[config.mk]
export PLATFORM = sky130hd
export DESIGN_NAME = wav_header_parser_core
export DESIGN_NICKNAME = d
export VERILOG_FILES = /design/src/rtl/wavhp_pkg.sv /design/src/rtl/wav_header_parser_core.sv
export SDC_FILE = /design/constraint.sdc
export NUM_CORES = 1
export LEC_CHECK = 0
export ABC_AREA = 1
export BUFFER_PORTS_ARGS = -buffer_cell sky130_fd_sc_hd__buf_2
export CELL_PAD_IN_SITES_DETAIL_PLACEMENT = 0
export CELL_PAD_IN_SITES_GLOBAL_PLACEMENT = 1
export CORE_MARGIN = 2
export CORE_UTILIZATION = 40
export CTS_CLUSTER_SIZE = 40
export DETAILED_ROUTE_END_ITERATION = 12
export PLACE_DENSITY = 0.82
export SETUP_SLACK_MARGIN = 0.3
export SYNTH_ARGS = -nofsm -noshare
export SYNTH_HDL_FRONTEND = slang
export SYNTH_SLANG_ARGS = --single-unit
[constraint.sdc]
create_clock -name clk -period 12.71 [get_ports clk]
set_clock_uncertainty 0.2 [all_clocks]
set_input_delay 1.271 -clock clk [delete_from_list [all_inputs] [get_ports clk]]
set_output_delay 1.271 -clock clk [all_outputs]
set_load 0.01 [all_outputs]
[src/rtl/wavhp_pkg.sv]
package wavhp_pkg;

  // marker scan limit, in file bytes
  localparam int HEADER_WINDOW = 262144;
  localparam int POS_W         = $clog2(HEADER_WINDOW) + 1;

  // frame size is channels (16 bits) times whole bytes per sample (13 bits)
  localparam int FSZ_W = 29;
  localparam int DIV_W = 32;
  localparam int CNT_W = $clog2(DIV_W);

  // marker bytes
  localparam logic [23:0] MARK_RIF = {8'h52, 8'h49, 8'h46};  // "RIF"
  localparam logic [7:0]  MARK_F   = 8'h46;                   // "F"
  localparam logic [15:0] MARK_FM  = {8'h66, 8'h6D};          // "fm"
  localparam logic [7:0]  MARK_T   = 8'h74;                   // "t"
  localparam logic [23:0] MARK_DAT = {8'h64, 8'h61, 8'h74};  // "dat"
  localparam logic [7:0]  MARK_A   = 8'h61;                   // "a"

  // field ids
  localparam logic [3:0] FID_RIFF_SIZE = 4'd0;
  localparam logic [3:0] FID_FORMAT    = 4'd1;
  localparam logic [3:0] FID_FMT_SIZE  = 4'd2;
  localparam logic [3:0] FID_AUDIO     = 4'd3;
  localparam logic [3:0] FID_CHAN      = 4'd4;
  localparam logic [3:0] FID_RATE      = 4'd5;
  localparam logic [3:0] FID_BRATE     = 4'd6;
  localparam logic [3:0] FID_ALIGN     = 4'd7;
  localparam logic [3:0] FID_BITS      = 4'd8;
  localparam logic [3:0] FID_DATA_SIZE = 4'd9;
  localparam logic [3:0] FID_START     = 4'd10;
  localparam logic [3:0] FID_FRAMES    = 4'd11;

  // result status codes
  localparam logic [1:0] ST_OK         = 2'd0;
  localparam logic [1:0] ST_NO_MARKER  = 2'd1;
  localparam logic [1:0] ST_EARLY_END  = 2'd2;
  localparam logic [1:0] ST_ZERO_FRAME = 2'd3;

  typedef enum logic [3:0] {
    P_SCAN_RIFF, P_RIFF_SIZE, P_FORMAT, P_SCAN_FMT, P_SKIP, P_FMT_SIZE,
    P_AUDIO, P_CHAN, P_RATE, P_BRATE, P_ALIGN, P_BITS, P_SCAN_DATA,
    P_DATA_SIZE, P_DONE
  } phase_t;

  typedef enum logic [2:0] {
    S_IDLE, S_EARLY, S_START, S_DIV, S_FRAMES
  } ctrl_t;

  typedef struct packed {
    logic [7:0] byte_value;
    logic       first_byte;
    logic       last_byte;
  } wav_in_t;

  typedef struct packed {
    logic [3:0]  field_id;
    logic [31:0] field_value;
    logic [1:0]  status;
    logic        done_res;
  } wav_res_t;

  // field length in bytes, 0 for phases that read no field
  function automatic logic [2:0] len_of(input phase_t ph);
    case (ph)
      P_RIFF_SIZE, P_FORMAT, P_FMT_SIZE, P_RATE, P_BRATE, P_DATA_SIZE: len_of = 3'd4;
      P_AUDIO, P_CHAN, P_ALIGN, P_BITS:                                len_of = 3'd2;
      default:                                                         len_of = 3'd0;
    endcase
  endfunction

  // id of the field expected or being read
  function automatic logic [3:0] id_of(input phase_t ph);
    case (ph)
      P_SCAN_RIFF, P_RIFF_SIZE:         id_of = FID_RIFF_SIZE;
      P_FORMAT:                         id_of = FID_FORMAT;
      P_SCAN_FMT, P_SKIP, P_FMT_SIZE:   id_of = FID_FMT_SIZE;
      P_AUDIO:                          id_of = FID_AUDIO;
      P_CHAN:                           id_of = FID_CHAN;
      P_RATE:                           id_of = FID_RATE;
      P_BRATE:                          id_of = FID_BRATE;
      P_ALIGN:                          id_of = FID_ALIGN;
      P_BITS:                           id_of = FID_BITS;
      P_SCAN_DATA, P_DATA_SIZE:         id_of = FID_DATA_SIZE;
      default:                          id_of = FID_FRAMES;
    endcase
  endfunction

endpackage

[src/rtl/wav_header_parser_core.sv]
// riff/wave header parser, one file byte per input beat
//
// byte channel: byte_valid/byte_ready/byte_data. first_byte restarts the parser,
// last_byte marks the final byte available. res channel: res_valid/res_ready/
// res_data, one beat per parsed field (id, value, status, done flag).
// throughput: one byte per cycle while results drain; a byte that makes
// two results (field plus early end) holds byte_ready low until the
// second is loaded. the byte that completes the data size makes three
// results: data size, data start, and frame count. frame count comes from
// one shift-subtract divider, one quotient bit per cycle; byte_ready stays
// low through the frame size multiply, 32 divide steps and result loads.
// a field result is registered and shows in the cycle after its byte.
// a one-beat result register sits on the output; if the receiver stalls,
// byte_ready drops until that beat is taken, no result is ever dropped.
// reset: synchronous, the parser scans for the RIFF marker from offset 0,
// output register empty. after a done result, bytes are swallowed until
// one arrives with first_byte set.
module wav_header_parser_core
  import wavhp_pkg::*;
(
  input  logic     clk,
  input  logic     rst,
  input  logic     byte_valid,
  output logic     byte_ready,
  input  wav_in_t  byte_data,
  output logic     res_valid,
  input  logic     res_ready,
  output wav_res_t res_data
);

  // sequencer and parse state
  ctrl_t              ctrl, ctrl_next;
  phase_t             phase;
  logic [1:0]         byte_in_field;
  logic [31:0]        field_accumulator;
  logic [23:0]        recent_bytes;
  logic [1:0]         recent_valid;
  logic [POS_W-1:0]   position;
  logic [15:0]        channel_count;
  logic [15:0]        sample_bits;

  // pending results and divider
  logic [3:0]         pend_id;
  logic [POS_W-1:0]   data_start;
  logic [FSZ_W-1:0]   fsz;
  logic [DIV_W-1:0]   rem;
  logic [DIV_W-1:0]   quo;
  logic [CNT_W-1:0]   div_cnt;

  logic slot_free;
  logic accept;

  // per-byte parse results
  phase_t           ph_e, ph_a, ph_n;
  logic [1:0]       bif_e, bif_n;
  logic [31:0]      acc_e, acc_n, acc_or;
  logic [23:0]      rb_e, rb_n;
  logic [1:0]       rv_e, rv_n;
  logic [POS_W-1:0] pos_e, pos_n;
  logic [15:0]      chan_e, chan_n, bits_e, bits_n;
  logic             hit;
  logic [2:0]       flen;
  logic [31:0]      fval;
  logic             r0_valid;
  wav_res_t         r0;
  logic             early_pend;
  logic             data_fin;
  logic             do_advance;

  // output load
  logic     res_load;
  wav_res_t res_next;

  // divider step
  logic [DIV_W:0]   rem_sh;
  logic [DIV_W:0]   rem_diff;
  logic             rem_ge;

  assign slot_free  = !res_valid || res_ready;
  assign byte_ready = (ctrl == S_IDLE) && slot_free;
  assign accept     = byte_valid && byte_ready;

  // ---------------------------------------------------------------
  // byte parse: everything one accepted byte does to the parse state
  // ---------------------------------------------------------------
  always_comb begin
    // first_byte behaves as a reset in front of the byte
    ph_e   = byte_data.first_byte ? P_SCAN_RIFF : phase;
    bif_e  = byte_data.first_byte ? 2'd0 : byte_in_field;
    acc_e  = byte_data.first_byte ? 32'd0 : field_accumulator;
    rb_e   = byte_data.first_byte ? 24'd0 : recent_bytes;
    rv_e   = byte_data.first_byte ? 2'd0 : recent_valid;
    pos_e  = byte_data.first_byte ? '0 : position;
    chan_e = byte_data.first_byte ? 16'd0 : channel_count;
    bits_e = byte_data.first_byte ? 16'd0 : sample_bits;

    ph_a       = ph_e;
    bif_n      = bif_e;
    acc_n      = acc_e;
    rb_n       = rb_e;
    rv_n       = rv_e;
    pos_n      = pos_e;
    chan_n     = chan_e;
    bits_n     = bits_e;
    r0_valid   = 1'b0;
    r0         = '0;
    early_pend = 1'b0;
    data_fin   = 1'b0;
    do_advance = 1'b0;
    flen       = len_of(ph_e);
    acc_or     = acc_e | (32'(byte_data.byte_value) << {bif_e, 3'b000});
    fval       = (flen == 3'd2) ? {16'd0, acc_or[15:0]} : acc_or;

    case (ph_e)
      P_SCAN_RIFF: hit = (rv_e == 2'd3) && (rb_e == MARK_RIF)
                         && (byte_data.byte_value == MARK_F);
      P_SCAN_FMT:  hit = (rv_e != 2'd0) && (rv_e != 2'd1) && (rb_e[15:0] == MARK_FM)
                         && (byte_data.byte_value == MARK_T);
      P_SCAN_DATA: hit = (rv_e == 2'd3) && (rb_e == MARK_DAT)
                         && (byte_data.byte_value == MARK_A);
      default:     hit = 1'b0;
    endcase

    if (ph_e != P_DONE) begin
      case (ph_e)
        P_SCAN_RIFF, P_SCAN_FMT, P_SCAN_DATA: begin
          if (hit && pos_e < POS_W'(HEADER_WINDOW)) begin
            do_advance = 1'b1;
          end else if (pos_e >= POS_W'(HEADER_WINDOW - 1)) begin
            r0_valid = 1'b1;
            r0       = '{field_id: id_of(ph_e), field_value: 32'd0,
                         status: ST_NO_MARKER, done_res: 1'b1};
            ph_a     = P_DONE;
          end else begin
            rb_n = {rb_e[15:0], byte_data.byte_value};
            if (rv_e != 2'd3) begin
              rv_n = rv_e + 2'd1;
            end
          end
        end
        P_SKIP: begin
          do_advance = 1'b1;
        end
        default: begin
          acc_n = acc_or;
          if ({1'b0, bif_e} + 3'd1 >= flen) begin
            r0_valid = 1'b1;
            r0       = '{field_id: id_of(ph_e), field_value: fval,
                         status: ST_OK, done_res: 1'b0};
            if (ph_e == P_CHAN) begin
              chan_n = fval[15:0];
            end
            if (ph_e == P_BITS) begin
              bits_n = fval[15:0];
            end
            if (ph_e == P_DATA_SIZE) begin
              data_fin = 1'b1;
              ph_a     = P_DONE;
            end else begin
              do_advance = 1'b1;
            end
          end else begin
            bif_n = bif_e + 2'd1;
          end
        end
      endcase

      if (do_advance) begin
        ph_a  = phase_t'(ph_e + 4'd1);
        bif_n = 2'd0;
        acc_n = 32'd0;
        rb_n  = 24'd0;
        rv_n  = 2'd0;
      end
      pos_n = pos_e + POS_W'(1);
    end

    // early end of stream goes after any field result of this byte
    ph_n = ph_a;
    if (byte_data.last_byte && ph_a != P_DONE) begin
      ph_n = P_DONE;
      if (r0_valid) begin
        early_pend = 1'b1;
      end else begin
        r0_valid = 1'b1;
        r0       = '{field_id: id_of(ph_a), field_value: 32'd0,
                     status: ST_EARLY_END, done_res: 1'b1};
      end
    end
  end

  // ---------------------------------------------------------------
  // sequencer: next state
  // ---------------------------------------------------------------
  always_comb begin
    ctrl_next = ctrl;
    case (ctrl)
      S_IDLE: begin
        if (accept && data_fin) begin
          ctrl_next = S_START;
        end else if (accept && early_pend) begin
          ctrl_next = S_EARLY;
        end
      end
      S_EARLY: begin
        if (slot_free) begin
          ctrl_next = S_IDLE;
        end
      end
      S_START: begin
        if (slot_free) begin
          ctrl_next = S_DIV;
        end
      end
      S_DIV: begin
        if (div_cnt == CNT_W'(DIV_W - 1)) begin
          ctrl_next = S_FRAMES;
        end
      end
      S_FRAMES: begin
        if (slot_free) begin
          ctrl_next = S_IDLE;
        end
      end
      default: ctrl_next = S_IDLE;
    endcase
  end

  // ---------------------------------------------------------------
  // sequencer: result register loads
  // ---------------------------------------------------------------
  always_comb begin
    res_load = 1'b0;
    res_next = '0;
    case (ctrl)
      S_IDLE: begin
        if (accept && r0_valid) begin
          res_load = 1'b1;
          res_next = r0;
        end
      end
      S_EARLY: begin
        if (slot_free) begin
          res_load = 1'b1;
          res_next = '{field_id: pend_id, field_value: 32'd0,
                       status: ST_EARLY_END, done_res: 1'b1};
        end
      end
      S_START: begin
        if (slot_free) begin
          res_load = 1'b1;
          res_next = '{field_id: FID_START, field_value: 32'(data_start),
                       status: ST_OK, done_res: 1'b0};
        end
      end
      S_FRAMES: begin
        if (slot_free) begin
          res_load = 1'b1;
          if (fsz == '0) begin
            res_next = '{field_id: FID_FRAMES, field_value: 32'd0,
                         status: ST_ZERO_FRAME, done_res: 1'b1};
          end else begin
            res_next = '{field_id: FID_FRAMES, field_value: quo,
                         status: ST_OK, done_res: 1'b1};
          end
        end
      end
      default: begin
        res_load = 1'b0;
      end
    endcase
  end

  // divider step: restoring shift-subtract, one quotient bit a cycle
  assign rem_sh   = {rem, quo[DIV_W-1]};
  assign rem_diff = rem_sh - (DIV_W + 1)'(fsz);
  assign rem_ge   = rem_sh >= (DIV_W + 1)'(fsz);

  // ---------------------------------------------------------------
  // registers
  // ---------------------------------------------------------------
  always_ff @(posedge clk) begin
    if (rst) begin
      ctrl              <= S_IDLE;
      phase             <= P_SCAN_RIFF;
      byte_in_field     <= 2'd0;
      field_accumulator <= 32'd0;
      recent_bytes      <= 24'd0;
      recent_valid      <= 2'd0;
      position          <= '0;
      channel_count     <= 16'd0;
      sample_bits       <= 16'd0;
      res_valid         <= 1'b0;
      div_cnt           <= '0;
    end else begin
      ctrl <= ctrl_next;
      if (accept) begin
        phase             <= ph_n;
        byte_in_field     <= bif_n;
        field_accumulator <= acc_n;
        recent_bytes      <= rb_n;
        recent_valid      <= rv_n;
        position          <= pos_n;
        channel_count     <= chan_n;
        sample_bits       <= bits_n;
      end
      if (res_load) begin
        res_valid <= 1'b1;
      end else if (res_ready) begin
        res_valid <= 1'b0;
      end
      if (ctrl == S_START) begin
        div_cnt <= '0;
      end else if (ctrl == S_DIV) begin
        div_cnt <= div_cnt + CNT_W'(1);
      end
    end
  end

  // payload registers
  always_ff @(posedge clk) begin
    if (res_load) begin
      res_data <= res_next;
    end
    if (accept) begin
      pend_id    <= id_of(ph_a);
      data_start <= pos_e + POS_W'(1);
      quo        <= fval;  // dividend, only used after the data size field
    end
    if (ctrl == S_START) begin
      // frame size = channels * whole bytes per sample
      fsz <= FSZ_W'(channel_count) * FSZ_W'(sample_bits[15:3]);
      rem <= '0;
    end else if (ctrl == S_DIV) begin
      rem <= rem_ge ? rem_diff[DIV_W-1:0] : rem_sh[DIV_W-1:0];
      quo <= {quo[DIV_W-2:0], rem_ge};
    end
  end

  // ---------------------------------------------------------------
  // checks
  // ---------------------------------------------------------------
  a_done_phase: assert property (@(posedge clk) disable iff (rst)
    res_valid && res_data.done_res |-> phase == P_DONE)
    else $error("done result shown while parse not finished");

  a_err_value: assert property (@(posedge clk) disable iff (rst)
    res_valid && res_data.status != ST_OK |-> res_data.field_value == 32'd0
      && res_data.done_res)
    else $error("error result with value or without done");

  a_div_len: assert property (@(posedge clk) disable iff (rst)
    ctrl == S_DIV && div_cnt == CNT_W'(DIV_W - 1) |=> ctrl == S_FRAMES)
    else $error("divider did not hand over after last step");

  a_div_entry: assert property (@(posedge clk) disable iff (rst)
    ctrl == S_START && slot_free |=> ctrl == S_DIV && div_cnt == '0)
    else $error("divider not started cleanly");

endmodule

== Word-level counts from Yosys, hierarchy flattened ==
Memories as Yosys holds them, arrays and structs flattened. A register that Yosys moved wholly into a read port is not among the register bits.
Index checks and enable logic that the tools add are counted.
Widths: inputs -> output; s select.

* Register bits: 275
* Bits in read-only memories: 288
* Output and inout bits: 41
* Word-level logic and storage cells: 182
* Memories kept: 5

* Add/sub/neg operators: 7
* Multipliers: 1
* $lt $le $gt $ge: 4
* Equality and inequality tests: 27
* Shifts and indexed selects: 1
* Mux-type cells: 90
* Bitwise operators: 1
* Reduce and logical (&&, ||, !) cells: 27

{| class="wikitable"
|+ Memory list
! memory !! words !! width !! rd ports !! clocked after Yosys merged registers in !! wr ports !! line !! source
|-
| (name not given) || 16 || 4 || 1 || 1 || 0 || wavhp_pkg.sv:74 || <nowiki>case (ph)</nowiki>
|-
| (name not given) || 16 || 4 || 1 || 0 || 0 || wavhp_pkg.sv:74 ||
|-
| (name not given) || 16 || 4 || 1 || 0 || 0 || wavhp_pkg.sv:74 ||
|-
| (name not given) || 16 || 4 || 1 || 0 || 0 || wavhp_pkg.sv:74 ||
|-
| (name not given) || 16 || 2 || 1 || 0 || 0 || wavhp_pkg.sv:65 || <nowiki>case (ph)</nowiki>
|}

{| class="wikitable"
|+ Operators by type and width
! cell !! count
|-
| $mux 39 || 10
|-
| $mux 32 || 9
|-
| $mux 16 || 10
|-
| $pmux 39 s4 || 1
|-
| $mux 24 || 6
|-
| $pmux 39 s2 || 1
|-
| $eq 24x23->1 const B || 2
|-
| $mux 19 || 2
|-
| $mux 35 || 1
|-
| $ge 33x29->1 || 1
|-
| $mux 4 || 8
|-
| $or 32x32->32 || 1
|-
| $shl 8x5->32 || 1
|-
| $sub 32x29->32 || 1
|-
| $logic_not 29->1 || 1
|-
| $mul 16x13->29 || 1
|-
| $eq 8x7->1 const B || 3
|-
| $mux 2 || 12
|-
| $add 19x1->19 const B || 1
|-
| $ge 19x18->1 const B || 1
|-
| $lt 19x19->1 const B || 1
|-
| $mux 1 || 19
|-
| $eq 16x15->1 const B || 1
|-
| $mux 3 || 5
|-
| 31 further kinds || 59
|}

== Depth between registers and ports, before layout ==
* Word-level depth: 19
* Mapped depth: 28

== Least setup slack after synthesis ==
OpenSTA, ideal clock, no wires.

* Path type: input to register
* Start point: input byte_data[1] (netlist name)
* End point: register res_data[0] (netlist name) (enable)
* Setup time: 446 ps
* Data arrival time: 5358 ps
* Required time: 12064 ps
* Path slack: 6706 ps
* Cell stages on the path: 23
* Buffers on the path: 2
* Cells stage by stage: buf_6 > buf_4 > nor2_1 > inv_1 > ha_1 > o221ai_1 > ha_1 > a21oi_1 > nand2_1 > nand2_2 > o21bai_2 > inv_2 > nand2_4 > nor2_2 > nand4_1 > nand2_1 > inv_1 > ha_1 > inv_1 > nor2_2 > a21boi_2 > nand2_2 > o211ai_1

* Word-level cells in the longest chain between the ends: 18
* Elaborated cells between the ends (all ways): 56

{| class="wikitable"
|+ Ends and longest elaborated chain
! element !! line !! source
|-
| start, declared || wav_header_parser_core.sv:25 || <nowiki>input wav_in_t byte_data,</nowiki>
|-
| branches (longest 14 deep; another with $ge 3x3->1) || n/a ||
|-
| $mux 1 (*) || wav_header_parser_core.sv:180 || <nowiki>if (byte_data.last_byte && ph_a != P_DONE) begin</nowiki>
|-
| $logic_and 1x1->1 (*) || wav_header_parser_core.sv:237 || <nowiki>if (accept && r0_valid) begin</nowiki>
|-
| $mux 1 (*) || wav_header_parser_core.sv:237 ||
|-
| $pmux 1 s2 (*) || wav_header_parser_core.sv:235 || <nowiki>case (ctrl)</nowiki>
|-
| via res_load || wav_header_parser_core.sv:71 || <nowiki>logic res_load;</nowiki>
|-
| end signal, assigned || wav_header_parser_core.sv:323 || <nowiki>res_data <= res_next;</nowiki>
|-
| end, declared || wav_header_parser_core.sv:28 || <nowiki>output wav_res_t res_data</nowiki>
|}

Mark *: on every way through the listed nets, which the timed path passes. The select of a mux whose other input is x is not followed.
A chain may end at the register's enable or synchronous reset.

== Worst setup path after layout ==
* Start point: register channel_count[5]
* End point: register fsz[20] (data pin)

* Word-level cells in the longest chain between the ends: 1

{| class="wikitable"
|+ Ends and longest elaborated chain
! element !! line !! source
|-
| start, declared || wav_header_parser_core.sv:39 || <nowiki>logic [15:0] channel_count;</nowiki>
|-
| start signal, assigned || wav_header_parser_core.sv:304 || <nowiki>channel_count <= chan_n;</nowiki>
|-
| $mul 16x13->29 || wav_header_parser_core.sv:332 || <nowiki>fsz <= FSZ_W'(channel_count) * FSZ_W'(sample_bits[15:3]);</nowiki>
|-
| end signal, assigned || wav_header_parser_core.sv:332 ||
|-
| end, declared || wav_header_parser_core.sv:45 || <nowiki>logic [FSZ_W-1:0] fsz;</nowiki>
|}

No other way between the ends.

==> results.md <==
Clock tree:
- The number of gates resized after cts is 0.
- The clock input transition at the sequential cells of the worst setup and hold paths is 0.06 ns.
- Clock tree synthesis selected as its root buffer the cell sky130_fd_sc_hd__clkbuf_16.
- Clock tree synthesis found a total of 276 sinks.
- The number of hold-repair buffers added at the cts stage is 0.
- TritonCTS built the clock tree.
- In this run the deepest clock path goes through 3 buffers.
- Post-CTS timing repair inserted 0 buffers for setup.
- The number of buffers inserted during clock tree synthesis is 30.
- The number of H-tree levels is 1.
- At the later pin of the worst-skew pair, clock insertion delay measures 0.61 ns.

Detailed routing:
- The routed length per instance is 17.7 microns.
- The DRC violation count after routing is 0.
- Once detail routing completed, the nets flagged for antenna violations numbered 0.
- After detailed routing, the total wire length is 63400 microns.
- Before antenna repair, the detailed router went through 7 iterations.
- The first routing iteration left 2115 violations.
- The total via count in the routed design is 19400.
- The detailed-route vias per instance is 5.43.

GRT:
- The maximum number of pins on one net before global-route repair is 92.
- The first-pass GRT wire length is 101000 microns.
- The via count of the first global-routing pass is 18500.
- The total routing usage reported by global routing is 0.222.
- The number of antenna violations at the first check in global routing came to 1.
- The global route total overflow is 0.

Synth:
- Counting distinct cell types in the post-synthesis netlist gives 55.
- In this run, synthesis produced a sequential element count of 276.
- Of the total synthesized cell area, the portion taken by full adders, half adders and majority gates is 0.210.
- The synthesized-area fraction occupied by xor and xnor cells is 0.0263.
- Of the post-synthesis cell area, the dominant cell type holds 0.169.
- Counting every instance in the synthesized netlist gives 2901.
- The number of warning messages in the yosys log is 0.
- The share of synthesized registers carrying an async set or reset is 0.
- sky130_fd_sc_hd__nand2_1 is the most common cell in the netlist.
- Of the total synthesized cell area, the portion taken by AND, OR, NAND and NOR gates is 0.212.
- The count of flip-flops with a built-in enable after synthesis is 91.
- By count the netlist is led by sky130_fd_sc_hd__nand2_1, sky130_fd_sc_hd__inv_1, sky130_fd_sc_hd__a21oi_1.
- The synthesized-area fraction occupied by ao, oa, aoi and oai cells is 0.150.
- After synthesis, the cell types taking the most area are sky130_fd_sc_hd__dfxtp_1, sky130_fd_sc_hd__fa_1, sky130_fd_sc_hd__edfxtp_1.
- The biggest area contributor in the post-synthesis netlist is sky130_fd_sc_hd__dfxtp_1.
- The predominant post-synthesis flop cell is sky130_fd_sc_hd__dfxtp_1.
- The mux share of post-synthesis cell area is 0.
- After synthesis, the largest family of logic cells by area is simple AND/OR/NAND/NOR gates.
- For this run, the register share of the synthesized area comes to 0.293.
- The synthesized area is 22000 sq um.
- The synthesized area per cell is 7.57 sq um.
- When the netlist entered floorplanning its net count stood at 3190.

Timing:
- The transition at the pin with the smallest max-transition slack is 1.29 ns.
- In this run the tightest slew margin relative to its limit is 0.133.
- The total negative slack for setup checks is 0 ns.
- Across all setup checks in the final design, the least slack found is 6.69 ns.
- Setup repair after global routing left no endpoint under its margin.
- The final period demand of the worst path is 6.02 ns.
- The final number of hold-violating endpoints is 0.
- The setup-violating endpoint count in the final report is 0.
- The worst hold slack is 0.260 ns.
- Derived from the worst setup path, the maximum achievable clock frequency is 166 MHz.
- The max-slew violation count is 0.
- The final critical-path share of the clock period is 0.474.

Pwr:
- The maximum ir drop on the vdd rail is 0.000144 V.
- The sequential share of power is 0.338.
- Of the total power, the share spent switching nets is 0.470.
- The power per standard cell area is 202 nW/um^2.
- The share of total power dissipated in the clock network is 0.191.
- Internal power comes to 2540 uW.
- The share of total power dissipated in combinational logic is 0.471.
- The net switching power is 2250 uW.
- Summed over all cells, the static leakage comes to 0.0111 uW.

Setup path:
- The critical path is of the flip-flop to flip-flop type.
- At the worst endpoint, the required time is 12.90 ns.
- The reg-to-reg critical path startpoint is channel_count[5].
- The worst setup path is captured at a flip-flop.
- The critical path startpoint is channel_count[5].
- The endpoint arrival time on the critical path is 6.21 ns.
- Along the worst path, the maximum fanout reaches 15.
- STA classifies the critical path startpoint as a flip-flop.

Die:
- The die covers 56800 sq um.
- From bottom edge to top edge, the die measures 238 microns.
- From left edge to right edge, the die measures 238 microns.
- The effective utilization at floorplan is 0.406.
- Row generation in the floorplan step produced 85 rows.
- The floorplan step defined a core boundary enclosing 54000 sq um.
- In this run the count of I/O pins placed on the die edge is 55.

Min path:
- The source of the worst hold timing path is div_cnt[3].
- The path class of the tightest hold or removal check is flip-flop to flip-flop.

Finish:
- The count of placed standard cells in the final layout, fillers left out is 3578.
- From synthesis to final layout, the design area changed by 7.99%.
- The final net count is 3146.
- The share of final-layout standard cells stronger than drive strength 1 is 0.0666.
- The number of fill cells is 5416.

Status:
- The run finished with clean final reports.

Placement:
- The weighted congestion reported at the end of routability-driven placement is 0.874.
- The detailed-placement wirelength estimate is 46300 microns.
- The cell count after placement is 3521.
- Prior to clock tree synthesis, the placed netlist has a worst setup slack of 6.48 ns.
- Input and output buffers added on the ports amount to 54.

Run:
- Max-cap violations in this run came to 0.
-- cell usage in the layout, fill, tap and decap left out, types with 4 or more instances in the layout --
cell type / instances
sky130_fd_sc_hd__o211ai_1: 41
sky130_fd_sc_hd__o21ai_0: 183
sky130_fd_sc_hd__nor4_1: 10
sky130_fd_sc_hd__nor2_2: 11
sky130_fd_sc_hd__nand2_4: 5
sky130_fd_sc_hd__inv_1: 459
sky130_fd_sc_hd__buf_2: 54
sky130_fd_sc_hd__nor3_2: 5
sky130_fd_sc_hd__a22oi_1: 19
sky130_fd_sc_hd__or2_2: 4
sky130_fd_sc_hd__nand3b_1: 5
sky130_fd_sc_hd__clkbuf_16: 30
sky130_fd_sc_hd__buf_4: 21
sky130_fd_sc_hd__clkbuf_8: 4
sky130_fd_sc_hd__clkinv_2: 7
sky130_fd_sc_hd__a31oi_1: 32
sky130_fd_sc_hd__edfxtp_1: 91
sky130_fd_sc_hd__clkinvlp_4: 6
sky130_fd_sc_hd__nand3_1: 169
sky130_fd_sc_hd__a21oi_1: 237
sky130_fd_sc_hd__o21a_1: 6
sky130_fd_sc_hd__fa_1: 155
sky130_fd_sc_hd__nor3_1: 22
sky130_fd_sc_hd__nor2_4: 5
sky130_fd_sc_hd__nand2_2: 8
sky130_fd_sc_hd__a221oi_1: 26
sky130_fd_sc_hd__nor2_1: 146
sky130_fd_sc_hd__a21o_1: 5
sky130_fd_sc_hd__xnor2_1: 23
sky130_fd_sc_hd__xor2_1: 43
sky130_fd_sc_hd__nand3_2: 9
sky130_fd_sc_hd__clkinv_1: 6
sky130_fd_sc_hd__ha_1: 120
sky130_fd_sc_hd__dfxtp_1: 185
sky130_fd_sc_hd__nand2_1: 643
sky130_fd_sc_hd__inv_2: 9
sky130_fd_sc_hd__nand4_1: 36
-- layer usage --
layer | part of all wire | vias to the layer above | track usage
met4 | 0.031 | 0 | 0.0669
li1 | - | 9344 | -
met5 | 0 | - | 0
met2 | 0.44 | 652 | 0.349
met1 | 0.45 | 9321 | 0.316
met3 | 0.071 | 97 | 0.0307
-- path summary, 6_finish.rpt --
path	end	slack (ns)	depth (start not counted)
max	fsz[20]	6.69	22
min	div_cnt[3]	0.26	2
max reg2reg	fsz[20]	6.69	22
min reg2reg	div_cnt[3]	0.26	2
-- sequential cells by signal (all words and copies together) (netlist names), 3 cells and up --
name / flops
res_data: 39
field_accumulator: 32
quo: 32
rem: 32
fsz: 29
recent_bytes: 24
data_start: 19
position: 19
channel_count: 16
sample_bits: 13
div_cnt: 5
pend_id: 4
phase: 4
ctrl: 3
-- kinds of logic after synthesis --
logic type / count (synthesis)
and+or+nand+nor: 1082
buffers and inverters: 625
xor gates and xnor gates: 66
adders and majority gates: 275
DFF: 276
AOI/OAI and AO/OA: 577
-- stage by stage --
step / utilization / cell area [sq um] / total power [uW]
5_1_grt: 0.439 / 23700 / 5160
4_1_cts: 0.439 / 23700 / 4790
3_5_place_dp: 0.420 / 22700 / 3870
3_3_place_gp: 0.420 / 22700 / 3830
6_report: 0.439 / 23700 / 4790
2_1_floorplan: - / 22000 / 3160
-- power groups by stage --
stage	registers [uW]	clock network, uW	logic (uW)
after global routing	1650	961	2550
after detailed placement	1630	0	2240
after CTS	1610	926	2250
final	1620	916	2260
after global placement	1620	0	2210
after floorplan	1450	0	1720
-- critical path: stages, from the launching register on --
cell and delay, ns:
sky130_fd_sc_hd__dfxtp_1 0.92, sky130_fd_sc_hd__nand2_1 0.18, sky130_fd_sc_hd__fa_1 0.57, sky130_fd_sc_hd__inv_1 0.05, sky130_fd_sc_hd__fa_1 0.50, sky130_fd_sc_hd__inv_1 0.05, sky130_fd_sc_hd__fa_1 0.46, sky130_fd_sc_hd__fa_1 0.54
sky130_fd_sc_hd__inv_1 0.06, sky130_fd_sc_hd__fa_1 0.47, sky130_fd_sc_hd__ha_1 0.40, sky130_fd_sc_hd__nand2_1 0.08, sky130_fd_sc_hd__nor2_1 0.19, sky130_fd_sc_hd__nand2_1 0.08, sky130_fd_sc_hd__o211ai_1 0.11, sky130_fd_sc_hd__a31o_2 0.16
sky130_fd_sc_hd__nand2_1 0.05, sky130_fd_sc_hd__nand2_1 0.08, sky130_fd_sc_hd__nand3_1 0.07, sky130_fd_sc_hd__nand2_1 0.10, sky130_fd_sc_hd__nand3_1 0.07, sky130_fd_sc_hd__nand2_1 0.08, sky130_fd_sc_hd__xor2_1 0.31
-- cell type report --
type                            instances  area, sq um  share of cell area
Tap cell                              696          871              0.0367
Timing Repair Buffer                   75          428              0.0181
Multi-Input combinational cell       2000        13200               0.555
Sequential cell                       276         6440               0.272
Clock buffer                           36          813              0.0343
Antenna cell                            1         2.50            0.000106
Inverter                              474         1780              0.0752
Clock inverter                         20          218             0.00918
(Power assumes the default switching activity.)
